File: src/rtl/core/vp9_reference_surface_manager_assert.svh
// ----------------------------------------------------------------------------
// VP9 reference surface manager assertion macros
// Concurrent assertion wrappers shared by the RTL of the surface manager.
// ----------------------------------------------------------------------------
`ifndef VP9_REFERENCE_SURFACE_MANAGER_ASSERT_SVH
`define VP9_REFERENCE_SURFACE_MANAGER_ASSERT_SVH
`ifndef ASSERT_OFF
`define VRSM_ASSERT(lbl, clk, rst, prop) \
   lbl: assert property (@(posedge clk) disable iff (rst) prop) \
      else $error("vrsm assertion failed");
`define VRSM_ASSERT_ALWAYS(lbl, clk, prop) \
   lbl: assert property (@(posedge clk) prop) \
      else $error("vrsm reset check failed");
`else
`define VRSM_ASSERT(lbl, clk, rst, prop)
`define VRSM_ASSERT_ALWAYS(lbl, clk, prop)
`endif
`endif

File: src/rtl/core/vrsm_pkg.sv
// ----------------------------------------------------------------------------
// VP9 reference surface manager package
// Widths, codes, types and helpers shared by the surface manager modules.
// ----------------------------------------------------------------------------
`default_nettype none

package vrsm_pkg;

   localparam int MAX_SURFACES = 32;
   localparam int REF_SLOTS    = 8;
   localparam int CAP_COUNT    = (MAX_SURFACES > 32) ? 32 : MAX_SURFACES;
   localparam int MIN_COUNT    = 2;
   localparam int RESET_COUNT  = 8;

   localparam int CNT_W       = 6;
   localparam int SURF_W      = 5;
   localparam int SLOT_IDX_W  = 3;
   localparam int SLOT_DATA_W = 8;
   localparam int DIM_W       = 14;
   localparam int FNUM_W      = 32;
   localparam int CMD_W       = 2;
   localparam int STATUS_W    = 2;

   localparam logic [SLOT_DATA_W-1:0] NO_SURFACE = 8'hFF;
   localparam logic [DIM_W-1:0]       MAX_DIM    = 14'd8192;

   localparam logic [SURF_W-1:0] CURSOR_RESET =
      SURF_W'(((RESET_COUNT > CAP_COUNT) ? CAP_COUNT : RESET_COUNT) - 1);

   localparam logic [CMD_W-1:0] CMD_DECODE = 2'd0;
   localparam logic [CMD_W-1:0] CMD_SHOW   = 2'd1;
   localparam logic [CMD_W-1:0] CMD_FLUSH  = 2'd2;

   localparam logic [STATUS_W-1:0] STATUS_OK    = 2'd0;
   localparam logic [STATUS_W-1:0] STATUS_EMPTY = 2'd1;
   localparam logic [STATUS_W-1:0] STATUS_SIZE  = 2'd2;

   localparam int QUEUE_DEPTH = 2;
   localparam int QUEUE_AW    = (QUEUE_DEPTH > 1) ? $clog2(QUEUE_DEPTH) : 1;
   localparam int QUEUE_CW    = $clog2(QUEUE_DEPTH + 1);

   typedef enum logic [2:0] {
      KIND_DECODE,
      KIND_BAD_SIZE,
      KIND_SHOW,
      KIND_FLUSH,
      KIND_NONE
   } kind_type;

   typedef enum logic [2:0] {
      ST_IDLE,
      ST_EXEC,
      ST_MOD,
      ST_SCAN,
      ST_COMMIT
   } state_type;

   typedef struct packed {
      kind_type                kind;
      logic                    key_frame;
      logic                    is_intra;
      logic [SLOT_IDX_W-1:0]   ref_idx0;
      logic [SLOT_IDX_W-1:0]   ref_idx1;
      logic [SLOT_IDX_W-1:0]   ref_idx2;
      logic [REF_SLOTS-1:0]    refresh_mask;
      logic [DIM_W-1:0]        frame_width;
      logic [DIM_W-1:0]        frame_height;
      logic                    show_decoded;
      logic [SLOT_IDX_W-1:0]   show_slot;
   } entry_type;

   typedef struct packed {
      logic [STATUS_W-1:0]     status;
      logic [SURF_W-1:0]       surface;
      logic                    display;
      logic [SLOT_DATA_W-1:0]  ref_surface0;
      logic [SLOT_DATA_W-1:0]  ref_surface1;
      logic [SLOT_DATA_W-1:0]  ref_surface2;
      logic [FNUM_W-1:0]       frame_number;
   } result_type;

   localparam result_type RESULT_IDLE = '{
      status:       STATUS_OK,
      surface:      '0,
      display:      1'b0,
      ref_surface0: NO_SURFACE,
      ref_surface1: NO_SURFACE,
      ref_surface2: NO_SURFACE,
      frame_number: '0
   };

   function automatic logic [CNT_W-1:0] eff_count(input logic [CNT_W-1:0] value);
      logic [CNT_W-1:0] r;
      r = value;
      if (r > CNT_W'(CAP_COUNT)) begin
         r = CNT_W'(CAP_COUNT);
      end
      if (r < CNT_W'(MIN_COUNT)) begin
         r = CNT_W'(MIN_COUNT);
      end
      return r;
   endfunction

endpackage

`default_nettype wire

File: src/rtl/core/vrsm_if.sv
// ----------------------------------------------------------------------------
// VP9 reference surface manager channels
// Valid/ready channels for frame header words and result words.
// ----------------------------------------------------------------------------
`default_nettype none

interface vrsm_req_if;
   import vrsm_pkg::*;

   logic                  valid;
   logic                  ready;
   logic [CMD_W-1:0]      cmd;
   logic                  key_frame;
   logic                  is_intra;
   logic [SLOT_IDX_W-1:0] ref_idx0;
   logic [SLOT_IDX_W-1:0] ref_idx1;
   logic [SLOT_IDX_W-1:0] ref_idx2;
   logic [REF_SLOTS-1:0]  refresh_mask;
   logic [DIM_W-1:0]      frame_width;
   logic [DIM_W-1:0]      frame_height;
   logic                  show_decoded;
   logic [SLOT_IDX_W-1:0] show_slot;

   modport source (
      output valid, cmd, key_frame, is_intra, ref_idx0, ref_idx1, ref_idx2,
             refresh_mask, frame_width, frame_height, show_decoded, show_slot,
      input  ready
   );
   modport sink (
      input  valid, cmd, key_frame, is_intra, ref_idx0, ref_idx1, ref_idx2,
             refresh_mask, frame_width, frame_height, show_decoded, show_slot,
      output ready
   );
endinterface

interface vrsm_rsp_if;
   import vrsm_pkg::*;

   logic                   valid;
   logic                   ready;
   logic [STATUS_W-1:0]    status;
   logic [SURF_W-1:0]      surface;
   logic                   display;
   logic [SLOT_DATA_W-1:0] ref_surface0;
   logic [SLOT_DATA_W-1:0] ref_surface1;
   logic [SLOT_DATA_W-1:0] ref_surface2;
   logic [FNUM_W-1:0]      frame_number;

   modport source (
      output valid, status, surface, display, ref_surface0, ref_surface1,
             ref_surface2, frame_number,
      input  ready
   );
   modport sink (
      input  valid, status, surface, display, ref_surface0, ref_surface1,
             ref_surface2, frame_number,
      output ready
   );
endinterface

`default_nettype wire

File: src/rtl/core/vrsm_front.sv
// ----------------------------------------------------------------------------
// VP9 reference surface manager front end
// Accepts header words and classifies them into queue entries.
// ----------------------------------------------------------------------------
`default_nettype none

module vrsm_front (
   vrsm_req_if.sink             req,
   output logic                 push_valid,
   input  logic                 push_ready,
   output vrsm_pkg::entry_type  push_data
);
   import vrsm_pkg::*;

   logic size_bad;

   assign size_bad = (req.frame_width == '0) || (req.frame_height == '0) ||
                     (req.frame_width > MAX_DIM) || (req.frame_height > MAX_DIM);

   assign req.ready  = push_ready;
   assign push_valid = req.valid;

   always_comb begin
      push_data.key_frame    = req.key_frame;
      push_data.is_intra     = req.is_intra;
      push_data.ref_idx0     = req.ref_idx0;
      push_data.ref_idx1     = req.ref_idx1;
      push_data.ref_idx2     = req.ref_idx2;
      push_data.refresh_mask = req.refresh_mask;
      push_data.frame_width  = req.frame_width;
      push_data.frame_height = req.frame_height;
      push_data.show_decoded = req.show_decoded;
      push_data.show_slot    = req.show_slot;
      case (req.cmd)
         CMD_DECODE: begin
            push_data.kind = size_bad ? KIND_BAD_SIZE : KIND_DECODE;
         end
         CMD_SHOW: begin
            push_data.kind = KIND_SHOW;
         end
         CMD_FLUSH: begin
            push_data.kind = KIND_FLUSH;
         end
         default: begin
            // The unused command changes nothing and answers like a flush.
            push_data.kind = KIND_NONE;
         end
      endcase
   end

endmodule

`default_nettype wire

File: src/rtl/core/vrsm_queue.sv
// ----------------------------------------------------------------------------
// VP9 reference surface manager queue
// Short first-in first-out queue between the front and back ends.
// ----------------------------------------------------------------------------
`default_nettype none

`include "vp9_reference_surface_manager_assert.svh"

module vrsm_queue (
   input  logic                 clock,
   input  logic                 reset,
   input  logic                 push_valid,
   output logic                 push_ready,
   input  vrsm_pkg::entry_type  push_data,
   output logic                 pop_valid,
   input  logic                 pop_ready,
   output vrsm_pkg::entry_type  pop_data
);
   import vrsm_pkg::*;

   entry_type             entry_ff [QUEUE_DEPTH];
   logic [QUEUE_AW-1:0]   wr_ptr_ff, wr_ptr_in;
   logic [QUEUE_AW-1:0]   rd_ptr_ff, rd_ptr_in;
   logic [QUEUE_CW-1:0]   count_ff, count_in;
   logic                  push, pop;

   assign push_ready = count_ff != QUEUE_CW'(QUEUE_DEPTH);
   assign pop_valid  = count_ff != '0;
   assign pop_data   = entry_ff[rd_ptr_ff];
   assign push       = push_valid && push_ready;
   assign pop        = pop_valid && pop_ready;

   always_comb begin
      wr_ptr_in = wr_ptr_ff;
      rd_ptr_in = rd_ptr_ff;
      count_in  = count_ff;
      if (push) begin
         wr_ptr_in = (wr_ptr_ff == QUEUE_AW'(QUEUE_DEPTH - 1)) ? '0 :
                     wr_ptr_ff + QUEUE_AW'(1);
      end
      if (pop) begin
         rd_ptr_in = (rd_ptr_ff == QUEUE_AW'(QUEUE_DEPTH - 1)) ? '0 :
                     rd_ptr_ff + QUEUE_AW'(1);
      end
      if (push && !pop) begin
         count_in = count_ff + QUEUE_CW'(1);
      end else if (pop && !push) begin
         count_in = count_ff - QUEUE_CW'(1);
      end
   end

   always_ff @(posedge clock) begin
      if (reset) begin
         wr_ptr_ff <= '0;
         rd_ptr_ff <= '0;
         count_ff  <= '0;
      end else begin
         wr_ptr_ff <= wr_ptr_in;
         rd_ptr_ff <= rd_ptr_in;
         count_ff  <= count_in;
      end
   end

   always_ff @(posedge clock) begin
      if (push) begin
         entry_ff[wr_ptr_ff] <= push_data;
      end
   end

   `VRSM_ASSERT(a_count_bound, clock, reset, count_ff <= QUEUE_CW'(QUEUE_DEPTH))
   `VRSM_ASSERT(a_pop_order, clock, reset, pop && !push |=> count_ff == $past(count_ff) - 1'b1)
   `VRSM_ASSERT_ALWAYS(a_reset_empty, clock, reset |=> count_ff == '0)

endmodule

`default_nettype wire

File: src/rtl/core/vrsm_back.sv
// ----------------------------------------------------------------------------
// VP9 reference surface manager back end
// Holds the slot map, picks and commits surfaces for decodes and reports a result for each entry.
// ----------------------------------------------------------------------------
`default_nettype none

`include "vp9_reference_surface_manager_assert.svh"

module vrsm_back (
   input  logic                        clock,
   input  logic                        reset,
   input  logic                        csr_wr_en,
   input  logic [vrsm_pkg::CNT_W-1:0]  csr_wr_data,
   input  logic                        q_valid,
   output logic                        q_ready,
   input  vrsm_pkg::entry_type         q_data,
   vrsm_rsp_if.source                  rsp
);
   import vrsm_pkg::*;

   state_type              state_ff, state_in;
   logic [CNT_W-1:0]       count_ff, count_in;
   logic [CNT_W-1:0]       n;
   logic [SLOT_DATA_W-1:0] slot_ff [REF_SLOTS];
   logic [SLOT_DATA_W-1:0] slot_in [REF_SLOTS];
   logic [SURF_W-1:0]      cursor_ff, cursor_in;
   logic [SURF_W-1:0]      cand_ff, cand_in, cand_next;
   logic [SURF_W-1:0]      start_ff, start_in;
   logic [CNT_W-1:0]       rem_ff, rem_in;
   logic [CNT_W-1:0]       steps_ff, steps_in;
   logic [DIM_W-1:0]       width_ff, width_in;
   logic [DIM_W-1:0]       height_ff, height_in;
   logic [FNUM_W-1:0]      fcount_ff, fcount_in, fcount_inc;
   entry_type              item_ff, item_in;
   result_type             rsp_ff, rsp_in;
   logic                   rsp_valid_ff, rsp_valid_in;
   logic                   out_free, held, size_chg, size_err, decode_go;
   logic                   rem_big, last_step;
   logic [SLOT_DATA_W-1:0] shown;

   assign n          = eff_count(count_ff);
   assign out_free   = !rsp_valid_ff || rsp.ready;
   assign size_chg   = (item_ff.frame_width != width_ff) ||
                       (item_ff.frame_height != height_ff);
   assign size_err   = (item_ff.kind == KIND_BAD_SIZE) ||
                       ((item_ff.kind == KIND_DECODE) && size_chg && !item_ff.key_frame);
   assign decode_go  = (item_ff.kind == KIND_DECODE) && !size_err;
   assign rem_big    = rem_ff >= n;
   assign last_step  = (steps_ff + CNT_W'(1)) == n;
   assign cand_next  = ((CNT_W'(cand_ff) + CNT_W'(1)) == n) ? '0 : cand_ff + SURF_W'(1);
   assign shown      = slot_ff[item_ff.show_slot];
   assign fcount_inc = (fcount_ff == '1) ? FNUM_W'(1) : fcount_ff + FNUM_W'(1);

   always_comb begin
      held = 1'b0;
      for (int i = 0; i < REF_SLOTS; i++) begin
         if (slot_ff[i] == SLOT_DATA_W'(cand_ff)) begin
            held = 1'b1;
         end
      end
   end

   always_comb begin
      state_in = state_ff;
      case (state_ff)
         ST_IDLE: begin
            if (q_valid) begin
               state_in = ST_EXEC;
            end
         end
         ST_EXEC: begin
            if (decode_go) begin
               state_in = ST_MOD;
            end else if (out_free) begin
               state_in = ST_IDLE;
            end
         end
         ST_MOD: begin
            if (!rem_big) begin
               state_in = ST_SCAN;
            end
         end
         ST_SCAN: begin
            if (!held || last_step) begin
               state_in = ST_COMMIT;
            end
         end
         ST_COMMIT: begin
            if (out_free) begin
               state_in = ST_IDLE;
            end
         end
         default: begin
            state_in = ST_IDLE;
         end
      endcase
   end

   always_comb begin
      q_ready      = state_ff == ST_IDLE;
      count_in     = csr_wr_en ? csr_wr_data : count_ff;
      slot_in      = slot_ff;
      cursor_in    = cursor_ff;
      cand_in      = cand_ff;
      start_in     = start_ff;
      rem_in       = rem_ff;
      steps_in     = steps_ff;
      width_in     = width_ff;
      height_in    = height_ff;
      fcount_in    = fcount_ff;
      item_in      = item_ff;
      rsp_in       = rsp_ff;
      rsp_valid_in = rsp_valid_ff && !rsp.ready;
      case (state_ff)
         ST_IDLE: begin
            if (q_valid) begin
               item_in = q_data;
            end
         end
         ST_EXEC: begin
            if (decode_go) begin
               if (size_chg) begin
                  // A new size on a keyframe empties the map and restarts the round robin.
                  for (int i = 0; i < REF_SLOTS; i++) begin
                     slot_in[i] = NO_SURFACE;
                  end
                  width_in  = item_ff.frame_width;
                  height_in = item_ff.frame_height;
                  rem_in    = '0;
               end else begin
                  rem_in = CNT_W'(cursor_ff) + CNT_W'(1);
               end
            end else if (out_free) begin
               rsp_in       = RESULT_IDLE;
               rsp_valid_in = 1'b1;
               case (item_ff.kind)
                  KIND_SHOW: begin
                     if ((shown == NO_SURFACE) || (shown >= SLOT_DATA_W'(n))) begin
                        rsp_in.status = STATUS_EMPTY;
                     end else begin
                        rsp_in.surface = shown[SURF_W-1:0];
                        rsp_in.display = 1'b1;
                     end
                  end
                  KIND_FLUSH: begin
                     for (int i = 0; i < REF_SLOTS; i++) begin
                        slot_in[i] = NO_SURFACE;
                     end
                  end
                  KIND_NONE: begin
                  end
                  default: begin
                     rsp_in.status = STATUS_SIZE;
                  end
               endcase
            end
         end
         ST_MOD: begin
            if (rem_big) begin
               rem_in = rem_ff - n;
            end else begin
               cand_in  = rem_ff[SURF_W-1:0];
               start_in = rem_ff[SURF_W-1:0];
               steps_in = '0;
            end
         end
         ST_SCAN: begin
            if (held) begin
               if (last_step) begin
                  cand_in = start_ff;
               end else begin
                  cand_in  = cand_next;
                  steps_in = steps_ff + CNT_W'(1);
               end
            end
         end
         ST_COMMIT: begin
            if (out_free) begin
               cursor_in           = cand_ff;
               fcount_in           = fcount_inc;
               rsp_in              = RESULT_IDLE;
               rsp_in.surface      = cand_ff;
               rsp_in.display      = item_ff.show_decoded;
               rsp_in.frame_number = fcount_inc;
               if (!item_ff.is_intra) begin
                  rsp_in.ref_surface0 = slot_ff[item_ff.ref_idx0];
                  rsp_in.ref_surface1 = slot_ff[item_ff.ref_idx1];
                  rsp_in.ref_surface2 = slot_ff[item_ff.ref_idx2];
               end
               rsp_valid_in = 1'b1;
               for (int i = 0; i < REF_SLOTS; i++) begin
                  if (item_ff.refresh_mask[i]) begin
                     slot_in[i] = SLOT_DATA_W'(cand_ff);
                  end
               end
            end
         end
         default: begin
         end
      endcase
   end

   always_ff @(posedge clock) begin
      if (reset) begin
         state_ff     <= ST_IDLE;
         count_ff     <= CNT_W'(RESET_COUNT);
         cursor_ff    <= CURSOR_RESET;
         width_ff     <= '0;
         height_ff    <= '0;
         fcount_ff    <= '0;
         rsp_valid_ff <= 1'b0;
         for (int i = 0; i < REF_SLOTS; i++) begin
            slot_ff[i] <= NO_SURFACE;
         end
      end else begin
         state_ff     <= state_in;
         count_ff     <= count_in;
         cursor_ff    <= cursor_in;
         width_ff     <= width_in;
         height_ff    <= height_in;
         fcount_ff    <= fcount_in;
         rsp_valid_ff <= rsp_valid_in;
         slot_ff      <= slot_in;
      end
   end

   always_ff @(posedge clock) begin
      item_ff  <= item_in;
      rsp_ff   <= rsp_in;
      cand_ff  <= cand_in;
      start_ff <= start_in;
      rem_ff   <= rem_in;
      steps_ff <= steps_in;
   end

   assign rsp.valid        = rsp_valid_ff;
   assign rsp.status       = rsp_ff.status;
   assign rsp.surface      = rsp_ff.surface;
   assign rsp.display      = rsp_ff.display;
   assign rsp.ref_surface0 = rsp_ff.ref_surface0;
   assign rsp.ref_surface1 = rsp_ff.ref_surface1;
   assign rsp.ref_surface2 = rsp_ff.ref_surface2;
   assign rsp.frame_number = rsp_ff.frame_number;

   `VRSM_ASSERT(a_scan_in_range, clock, reset, state_ff == ST_SCAN |-> CNT_W'(cand_ff) < n && steps_ff < n)
   `VRSM_ASSERT(a_commit_number, clock, reset, state_ff == ST_COMMIT && out_free |=> fcount_ff != '0 && rsp_valid_ff)
   `VRSM_ASSERT(a_commit_cursor, clock, reset, state_ff == ST_COMMIT && out_free |=> CNT_W'(cursor_ff) < n)
   `VRSM_ASSERT_ALWAYS(a_reset_idle, clock, reset |=> state_ff == ST_IDLE && !rsp_valid_ff)

endmodule

`default_nettype wire

File: src/rtl/core/vp9_reference_surface_manager.sv
// ----------------------------------------------------------------------------
// VP9 reference surface manager
// Tracks the surfaces held by the eight reference slots and assigns decode
// surfaces to new frames.
// ----------------------------------------------------------------------------
//  Channel   Direction  Handshake          Content
//  req_ch    in         valid/ready        one parsed frame header command
//  rsp_ch    out        valid/ready        one result word per command
//  csr_*     in         write enable only  surface count register
//
// Show, flush and rejected decodes are answered from the execute state.
// A decode makes m reductions of cursor plus one below the surface count (one
// when the cursor wraps, more only after the count was lowered), then k scan
// steps of the slot comparator, one surface per cycle, 1 to surface count,
// and then commits.
// Reset is synchronous; the slot map is empty in the first cycle after it.
// A two-entry queue keeps taking words, until it is full, while a result waits
// in the output register.
// ----------------------------------------------------------------------------
`default_nettype none

module vp9_reference_surface_manager (
   input  logic                        clock,
   input  logic                        reset,
   vrsm_req_if.sink                    req_ch,
   vrsm_rsp_if.source                  rsp_ch,
   input  logic                        csr_wr_en,
   input  logic [vrsm_pkg::CNT_W-1:0]  csr_wr_data
);
   import vrsm_pkg::*;

   logic      push_valid, push_ready, pop_valid, pop_ready;
   entry_type push_data, pop_data;

   vrsm_front u_front (
      .req        (req_ch),
      .push_valid (push_valid),
      .push_ready (push_ready),
      .push_data  (push_data)
   );

   vrsm_queue u_queue (
      .clock      (clock),
      .reset      (reset),
      .push_valid (push_valid),
      .push_ready (push_ready),
      .push_data  (push_data),
      .pop_valid  (pop_valid),
      .pop_ready  (pop_ready),
      .pop_data   (pop_data)
   );

   vrsm_back u_back (
      .clock       (clock),
      .reset       (reset),
      .csr_wr_en   (csr_wr_en),
      .csr_wr_data (csr_wr_data),
      .q_valid     (pop_valid),
      .q_ready     (pop_ready),
      .q_data      (pop_data),
      .rsp         (rsp_ch)
   );

endmodule

`default_nettype wire

File: src/flat_wrapper.sv
// flat-port wrapper written by rule: the top's interface ports become plain ports
module vp9_reference_surface_manager_flat import vrsm_pkg::*;
  (clock, reset, csr_wr_en, csr_wr_data, req_ch_valid, req_ch_cmd, req_ch_key_frame, req_ch_is_intra, req_ch_ref_idx0, req_ch_ref_idx1, req_ch_ref_idx2, req_ch_refresh_mask, req_ch_frame_width, req_ch_frame_height, req_ch_show_decoded, req_ch_show_slot, req_ch_ready, rsp_ch_valid, rsp_ch_status, rsp_ch_surface, rsp_ch_display, rsp_ch_ref_surface0, rsp_ch_ref_surface1, rsp_ch_ref_surface2, rsp_ch_frame_number, rsp_ch_ready);
  vrsm_req_if req_ch_i ();
  vrsm_rsp_if rsp_ch_i ();
  input  logic clock;
  input  logic reset;
  input  logic csr_wr_en;
  input  logic [vrsm_pkg::CNT_W-1:0] csr_wr_data;
  input wire logic [$bits(req_ch_i.valid)-1:0] req_ch_valid;
  input wire logic [$bits(req_ch_i.cmd)-1:0] req_ch_cmd;
  input wire logic [$bits(req_ch_i.key_frame)-1:0] req_ch_key_frame;
  input wire logic [$bits(req_ch_i.is_intra)-1:0] req_ch_is_intra;
  input wire logic [$bits(req_ch_i.ref_idx0)-1:0] req_ch_ref_idx0;
  input wire logic [$bits(req_ch_i.ref_idx1)-1:0] req_ch_ref_idx1;
  input wire logic [$bits(req_ch_i.ref_idx2)-1:0] req_ch_ref_idx2;
  input wire logic [$bits(req_ch_i.refresh_mask)-1:0] req_ch_refresh_mask;
  input wire logic [$bits(req_ch_i.frame_width)-1:0] req_ch_frame_width;
  input wire logic [$bits(req_ch_i.frame_height)-1:0] req_ch_frame_height;
  input wire logic [$bits(req_ch_i.show_decoded)-1:0] req_ch_show_decoded;
  input wire logic [$bits(req_ch_i.show_slot)-1:0] req_ch_show_slot;
  output wire logic [$bits(req_ch_i.ready)-1:0] req_ch_ready;
  output wire logic [$bits(rsp_ch_i.valid)-1:0] rsp_ch_valid;
  output wire logic [$bits(rsp_ch_i.status)-1:0] rsp_ch_status;
  output wire logic [$bits(rsp_ch_i.surface)-1:0] rsp_ch_surface;
  output wire logic [$bits(rsp_ch_i.display)-1:0] rsp_ch_display;
  output wire logic [$bits(rsp_ch_i.ref_surface0)-1:0] rsp_ch_ref_surface0;
  output wire logic [$bits(rsp_ch_i.ref_surface1)-1:0] rsp_ch_ref_surface1;
  output wire logic [$bits(rsp_ch_i.ref_surface2)-1:0] rsp_ch_ref_surface2;
  output wire logic [$bits(rsp_ch_i.frame_number)-1:0] rsp_ch_frame_number;
  input wire logic [$bits(rsp_ch_i.ready)-1:0] rsp_ch_ready;
  assign req_ch_i.valid = req_ch_valid;
  assign req_ch_i.cmd = req_ch_cmd;
  assign req_ch_i.key_frame = req_ch_key_frame;
  assign req_ch_i.is_intra = req_ch_is_intra;
  assign req_ch_i.ref_idx0 = req_ch_ref_idx0;
  assign req_ch_i.ref_idx1 = req_ch_ref_idx1;
  assign req_ch_i.ref_idx2 = req_ch_ref_idx2;
  assign req_ch_i.refresh_mask = req_ch_refresh_mask;
  assign req_ch_i.frame_width = req_ch_frame_width;
  assign req_ch_i.frame_height = req_ch_frame_height;
  assign req_ch_i.show_decoded = req_ch_show_decoded;
  assign req_ch_i.show_slot = req_ch_show_slot;
  assign req_ch_ready = req_ch_i.ready;
  assign rsp_ch_valid = rsp_ch_i.valid;
  assign rsp_ch_status = rsp_ch_i.status;
  assign rsp_ch_surface = rsp_ch_i.surface;
  assign rsp_ch_display = rsp_ch_i.display;
  assign rsp_ch_ref_surface0 = rsp_ch_i.ref_surface0;
  assign rsp_ch_ref_surface1 = rsp_ch_i.ref_surface1;
  assign rsp_ch_ref_surface2 = rsp_ch_i.ref_surface2;
  assign rsp_ch_frame_number = rsp_ch_i.frame_number;
  assign rsp_ch_i.ready = rsp_ch_ready;
  vp9_reference_surface_manager u_core (.clock(clock), .reset(reset), .req_ch(req_ch_i), .rsp_ch(rsp_ch_i), .csr_wr_en(csr_wr_en), .csr_wr_data(csr_wr_data));
endmodule
File: config.mk
export PLATFORM = sky130hd
export DESIGN_NAME = vp9_reference_surface_manager_flat
export DESIGN_NICKNAME = d
export VERILOG_FILES = /design/src/rtl/core/vrsm_pkg.sv /design/src/rtl/core/vrsm_if.sv /design/src/rtl/core/vrsm_front.sv /design/src/rtl/core/vrsm_queue.sv /design/src/rtl/core/vrsm_back.sv /design/src/rtl/core/vp9_reference_surface_manager.sv /design/src/flat_wrapper.sv
export VERILOG_INCLUDE_DIRS = /design/src /design/src/rtl/core
export SDC_FILE = /design/constraint.sdc
export NUM_CORES = 1
export LEC_CHECK = 0
export ABC_AREA = 1
export BUFFER_PORTS_ARGS = -buffer_cell sky130_fd_sc_hd__clkbuf_2
export CORE_ASPECT_RATIO = 2
export CORE_MARGIN = 5
export CORE_UTILIZATION = 50
export CTS_BUF_LIST = sky130_fd_sc_hd__clkbuf_8
export DETAILED_ROUTE_END_ITERATION = 12
export PLACE_DENSITY = 0.75
export RECOVER_POWER = 50
export SKIP_LAST_GASP = 1
export SLEW_MARGIN = 20
export SYNTH_ARGS = -nofsm -noshare
export SYNTH_HDL_FRONTEND = slang
export SYNTH_SLANG_ARGS = --single-unit
export TNS_END_PERCENT = 5
File: constraint.sdc
create_clock -name clock -period 8.7 [get_ports clock]
set_input_delay 1.74 -clock clock [delete_from_list [all_inputs] [get_ports clock]]
set_output_delay 1.74 -clock clock [all_outputs]
set_load 0.005 [all_outputs]
==> impl_summary.md <==
Logic synthesis
The synthesized netlist devotes 23.2% of its cell area to simple gates. Of all flip-flops after synthesis, the portion carrying an async set or reset was 0%. The synthesized instance count is 2091. The synthesized netlist devotes 1.29% of its cell area to adder and majority cells. The netlist area before placement is 18100 um2. After synthesis, the share of cell area in mux cells is 0%. When the netlist entered floorplanning its net count stood at 2173. The post-synthesis average cell area is 8.65 um2.

Sequential elements use 54.2% of the synthesized area. The synthesized netlist devotes 2.27% of its cell area to XOR and XNOR gates. The synthesized-area fraction occupied by ao, oa, aoi and oai cells is 12.4%. The predominant post-synthesis flop cell is sky130_fd_sc_hd__edfxtp_1. Counting flops with a built-in enable in the synthesized netlist gives 242. The Yosys step of the flow raised 0 warnings. Counting distinct cell types in the post-synthesis netlist gives 53. The dominant combinational cell family by area after synthesis is simple AND/OR/NAND/NOR gates. After synthesis the netlist holds a flip-flop and latch count of 369.

Final layout
The layout cell share with drive strength beyond 1 is 10.0%. The library cells used most frequently in the layout, excluding fill and tap cells, are sky130_fd_sc_hd__nand2_1 (523), sky130_fd_sc_hd__edfxtp_1 (242), sky130_fd_sc_hd__inv_1 (198). The final net count is 2270. The count of fill cells added during filler insertion is 3257. The most common library cell in the layout ignoring fill and taps is sky130_fd_sc_hd__nand2_1.

The area growth from synthesis to layout is 9.53%.

Worst setup path
For the worst setup path, the data arrival time is 4850 ps. The capturing element type of the critical path is a register. The worst setup path is launched from a register.

The slack of the worst reg-to-reg path is 4180 ps. By startpoint and endpoint, the worst setup path is classified as register to register. The required time of the critical path is 9030 ps.

The peak fanout along the critical path is 57.

Global route
The number of global-route vias before repair is 14635. The number of antenna violations at the first check in global routing came to 1. The total congestion overflow is 0. Entering global routing, the biggest net connects 96 pins. Across every metal layer, demand over resource in global routing totals 23.2%.

The first global-routing pass estimated 74100 um of wire.

STA
Setup repair after global routing left no endpoint under its margin. The slew at the pin with the worst max-slew slack is 3130 ps. In the final timing run, aggregate negative setup slack is 0 ps. In this run the tightest slew margin relative to its limit is -109%.

The ratio of final minimum period to clock period is 51.9%. After layout, the worst setup slack is 4180 ps. The highest clock rate is 0.221 GHz.

The final hold violation count is 0. Setup violations remaining at the end of the flow were counted as 0. The clock period could shrink to 4520 ps.

On the final layout, the worst clock skew is 41.0 ps. The number of slew-limit violations in the final report is 282.

Placement
The sum of net half-perimeters after detailed placement is 34500 um. Buffers placed on the I/O ports in this run total 129. Routability-driven placement finished with a final weighted congestion of 1.03. The pre-CTS worst setup slack is 4860 ps.

Route
The first-iteration detailed-routing DRC count is 1073. Summed over all layers, the routed wires come to 47500 um. The average via count per standard cell is 5.56. In this run the remaining antenna-violating nets after routing total 0. The remaining design rule violation count is 0. The total number of vias is 14905. After detailed routing, the average wire length per cell comes to 17.7 um. The count of TritonRoute iterations in the first routing pass is 5.

Power
For this design the static power due to leakage is 8.07 nW. The total power after layout is 6.05 mW. The peak supply drop is 0.166 mV. In this run the power density over the cells is 305 nW/um2.

Clock tree
The H-tree was split into 2 levels. Clock latency on the worst-skew pair, taken at its later pin, is 610 ps. The number of hold buffers added after CTS was 0. The number of post-CTS setup repair buffers is 0. TritonCTS built the clock tree. The clock net in this run drives a total of 369 sinks. The clock tree root buffer cell is sky130_fd_sc_hd__clkbuf_8. The number of clock buffers added by TritonCTS is 48. The number of buffers on the longest clock path is 3.

The number of gates resized after CTS was 0. Clock-pin slew was measured on the worst setup and hold paths at 70 ps.

Floorplanning
The initial utilization of the core area, before any placement, comes to 50.5%. Row generation in the floorplan step produced 98 rows. The area of the core region is 35800 um2. The number of I/O pins is 130. The overall die area is 40300 um2. The die span in y is 279 um. The die width is 145 um.

Outcome
The run finished, with violations left. The final reports fail on max-capacitance violations, max-slew violations.

Flow run
The tool flagged a number of max-cap violations equal to 5.

Hold path
The worst hold path belongs to the class register to register.
-- layer usage --
layer	GRT usage (%)	part of all wire [%]
met1	23.5	35
met5	0	0
met3	3.26	4.4
met4	14.4	6.9
met2	43.2	54
-- state kept, by name, indices dropped and copies added, names as in the netlist, 2 cells and up --
register	flops
u_core.u_queue.entry_ff	108
u_core.u_back.slot_ff	48
u_core.u_back.start_ff	5
u_core.u_back.rsp.ref_surface1	6
u_core.u_back.rem_ff	6
u_core.u_back.height_ff	14
u_core.u_back.item_ff	54
u_core.u_back.cand_ff	5
u_core.u_back.fcount_ff	32
u_core.u_back.steps_ff	6
u_core.u_back.rsp.surface	5
u_core.u_back.count_ff	6
u_core.u_back.rsp.frame_number	32
u_core.u_back.cursor_ff	5
u_core.u_back.width_ff	14
u_core.u_back.state_ff	3
u_core.u_back.rsp.ref_surface0	6
u_core.u_back.rsp.ref_surface2	6
u_core.u_back.rsp.status	2
u_core.u_queue.count_ff	2
-- Yosys cell counts, types with 2 or more instances --
library cell               instances  area [um2]
sky130_fd_sc_hd__a21boi_0          2        15.0
sky130_fd_sc_hd__a21oi_1         177         886
sky130_fd_sc_hd__a221oi_1          3        26.3
sky130_fd_sc_hd__a31oi_1           5        31.3
sky130_fd_sc_hd__buf_1             4        15.0
sky130_fd_sc_hd__buf_2            23         115
sky130_fd_sc_hd__buf_4            13        97.6
sky130_fd_sc_hd__buf_6             3        33.8
sky130_fd_sc_hd__clkbuf_1         52         195
sky130_fd_sc_hd__clkinv_1          3        11.3
sky130_fd_sc_hd__dfxtp_1         127        2540
sky130_fd_sc_hd__edfxtp_1        242        7270
sky130_fd_sc_hd__ha_1             17         213
sky130_fd_sc_hd__inv_1           182         683
sky130_fd_sc_hd__inv_2            13        48.8
sky130_fd_sc_hd__nand2_1         523        1960
sky130_fd_sc_hd__nand2_2          11        68.8
sky130_fd_sc_hd__nand3_1         131         656
sky130_fd_sc_hd__nand3_2           3        30.0
sky130_fd_sc_hd__nand3_4           5        87.6
sky130_fd_sc_hd__nand3b_1          2        15.0
sky130_fd_sc_hd__nand4_1          57         357
sky130_fd_sc_hd__nand4_2           2        25.0
sky130_fd_sc_hd__nor2_1          146         548
sky130_fd_sc_hd__nor2_2           14        87.6
sky130_fd_sc_hd__nor2_4            3        33.8
sky130_fd_sc_hd__nor3_1           24         120
sky130_fd_sc_hd__nor3_2            4        40.0
sky130_fd_sc_hd__nor4_1            8        50.1
sky130_fd_sc_hd__o211ai_1         10        75.1
sky130_fd_sc_hd__o211ai_2          2        25.0
sky130_fd_sc_hd__o21ai_0         186         931
sky130_fd_sc_hd__o21ai_1           6        30.0
sky130_fd_sc_hd__o21bai_1          7        52.6
sky130_fd_sc_hd__o221ai_1          9        78.8
sky130_fd_sc_hd__o22ai_1           6        37.5
sky130_fd_sc_hd__or2_2             5        31.3
sky130_fd_sc_hd__xnor2_1          14         123
sky130_fd_sc_hd__xor2_1           33         289
-- path summary, 6_finish.rpt --
kind | start | endpoint | cells past startpoint
hold / removal | u_core.u_back.height_ff[7] | u_core.u_back.height_ff[7] | 2
setup / recovery | u_core.u_queue.rd_ptr_ff | u_core.u_back.item_ff[52] | 4
hold reg to reg | u_core.u_back.height_ff[7] | u_core.u_back.height_ff[7] | 2
setup reg to reg | u_core.u_queue.rd_ptr_ff | u_core.u_back.item_ff[52] | 4
-- critical path: stages, from the launching register on --
cell	delay [ps]
sky130_fd_sc_hd__dfxtp_1	310
sky130_fd_sc_hd__clkbuf_1	1820
sky130_fd_sc_hd__inv_1	1680
sky130_fd_sc_hd__nand2_1	310
sky130_fd_sc_hd__nand2_1	100
-- layout make-up --
| type | count | area (um2) | share of cell area (%) |
|---|---|---|---|
| Multi-Input combinational cell | 1428 | 7120 | 35.9 |
| Inverter | 199 | 748 | 3.77 |
| Clock buffer | 51 | 702 | 3.54 |
| Timing Repair Buffer | 142 | 676 | 3.41 |
| Tap cell | 450 | 563 | 2.84 |
| Sequential cell | 369 | 9810 | 49.5 |
| Clock inverter | 39 | 204 | 1.03 |
| Antenna cell | 1 | 2.50 | 0.0126 |
-- metrics by stage --
stage / util (%) / instances / area (um2) / hold WS [ps]
6_report: 55.4 / 2679 / 19800 / 464
5_1_grt: 55.4 / 2679 / 19800 / 471
4_1_cts: 55.5 / 2677 / 19900 / 460
3_5_place_dp: 53.0 / 2587 / 19000 / 445
3_3_place_gp: 53.0 / 2587 / 19000 / 434
2_1_floorplan: - / 2091 / 18100 / 426
-- report_power, final --
group	leakage (nW)	switching [mW]	internal, mW	total [mW]
registers	3.25	0.372	2.41	2.78
logic	4.29	1.40	0.638	2.04
clock network	0.531	0.645	0.580	1.22
total	8.07	2.42	3.63	6.05
-- cell families (layout without fill, tap and decap cells) --
group,count (synthesis),count (layout)
other,0,1
and+or+nand+nor,944,944
xor gates and xnor gates,47,47
AOI/OAI and AO/OA,419,419
adders and majority gates,18,18
DFF,369,369
buffers and inverters,294,431
(Power assumes the default switching activity.)
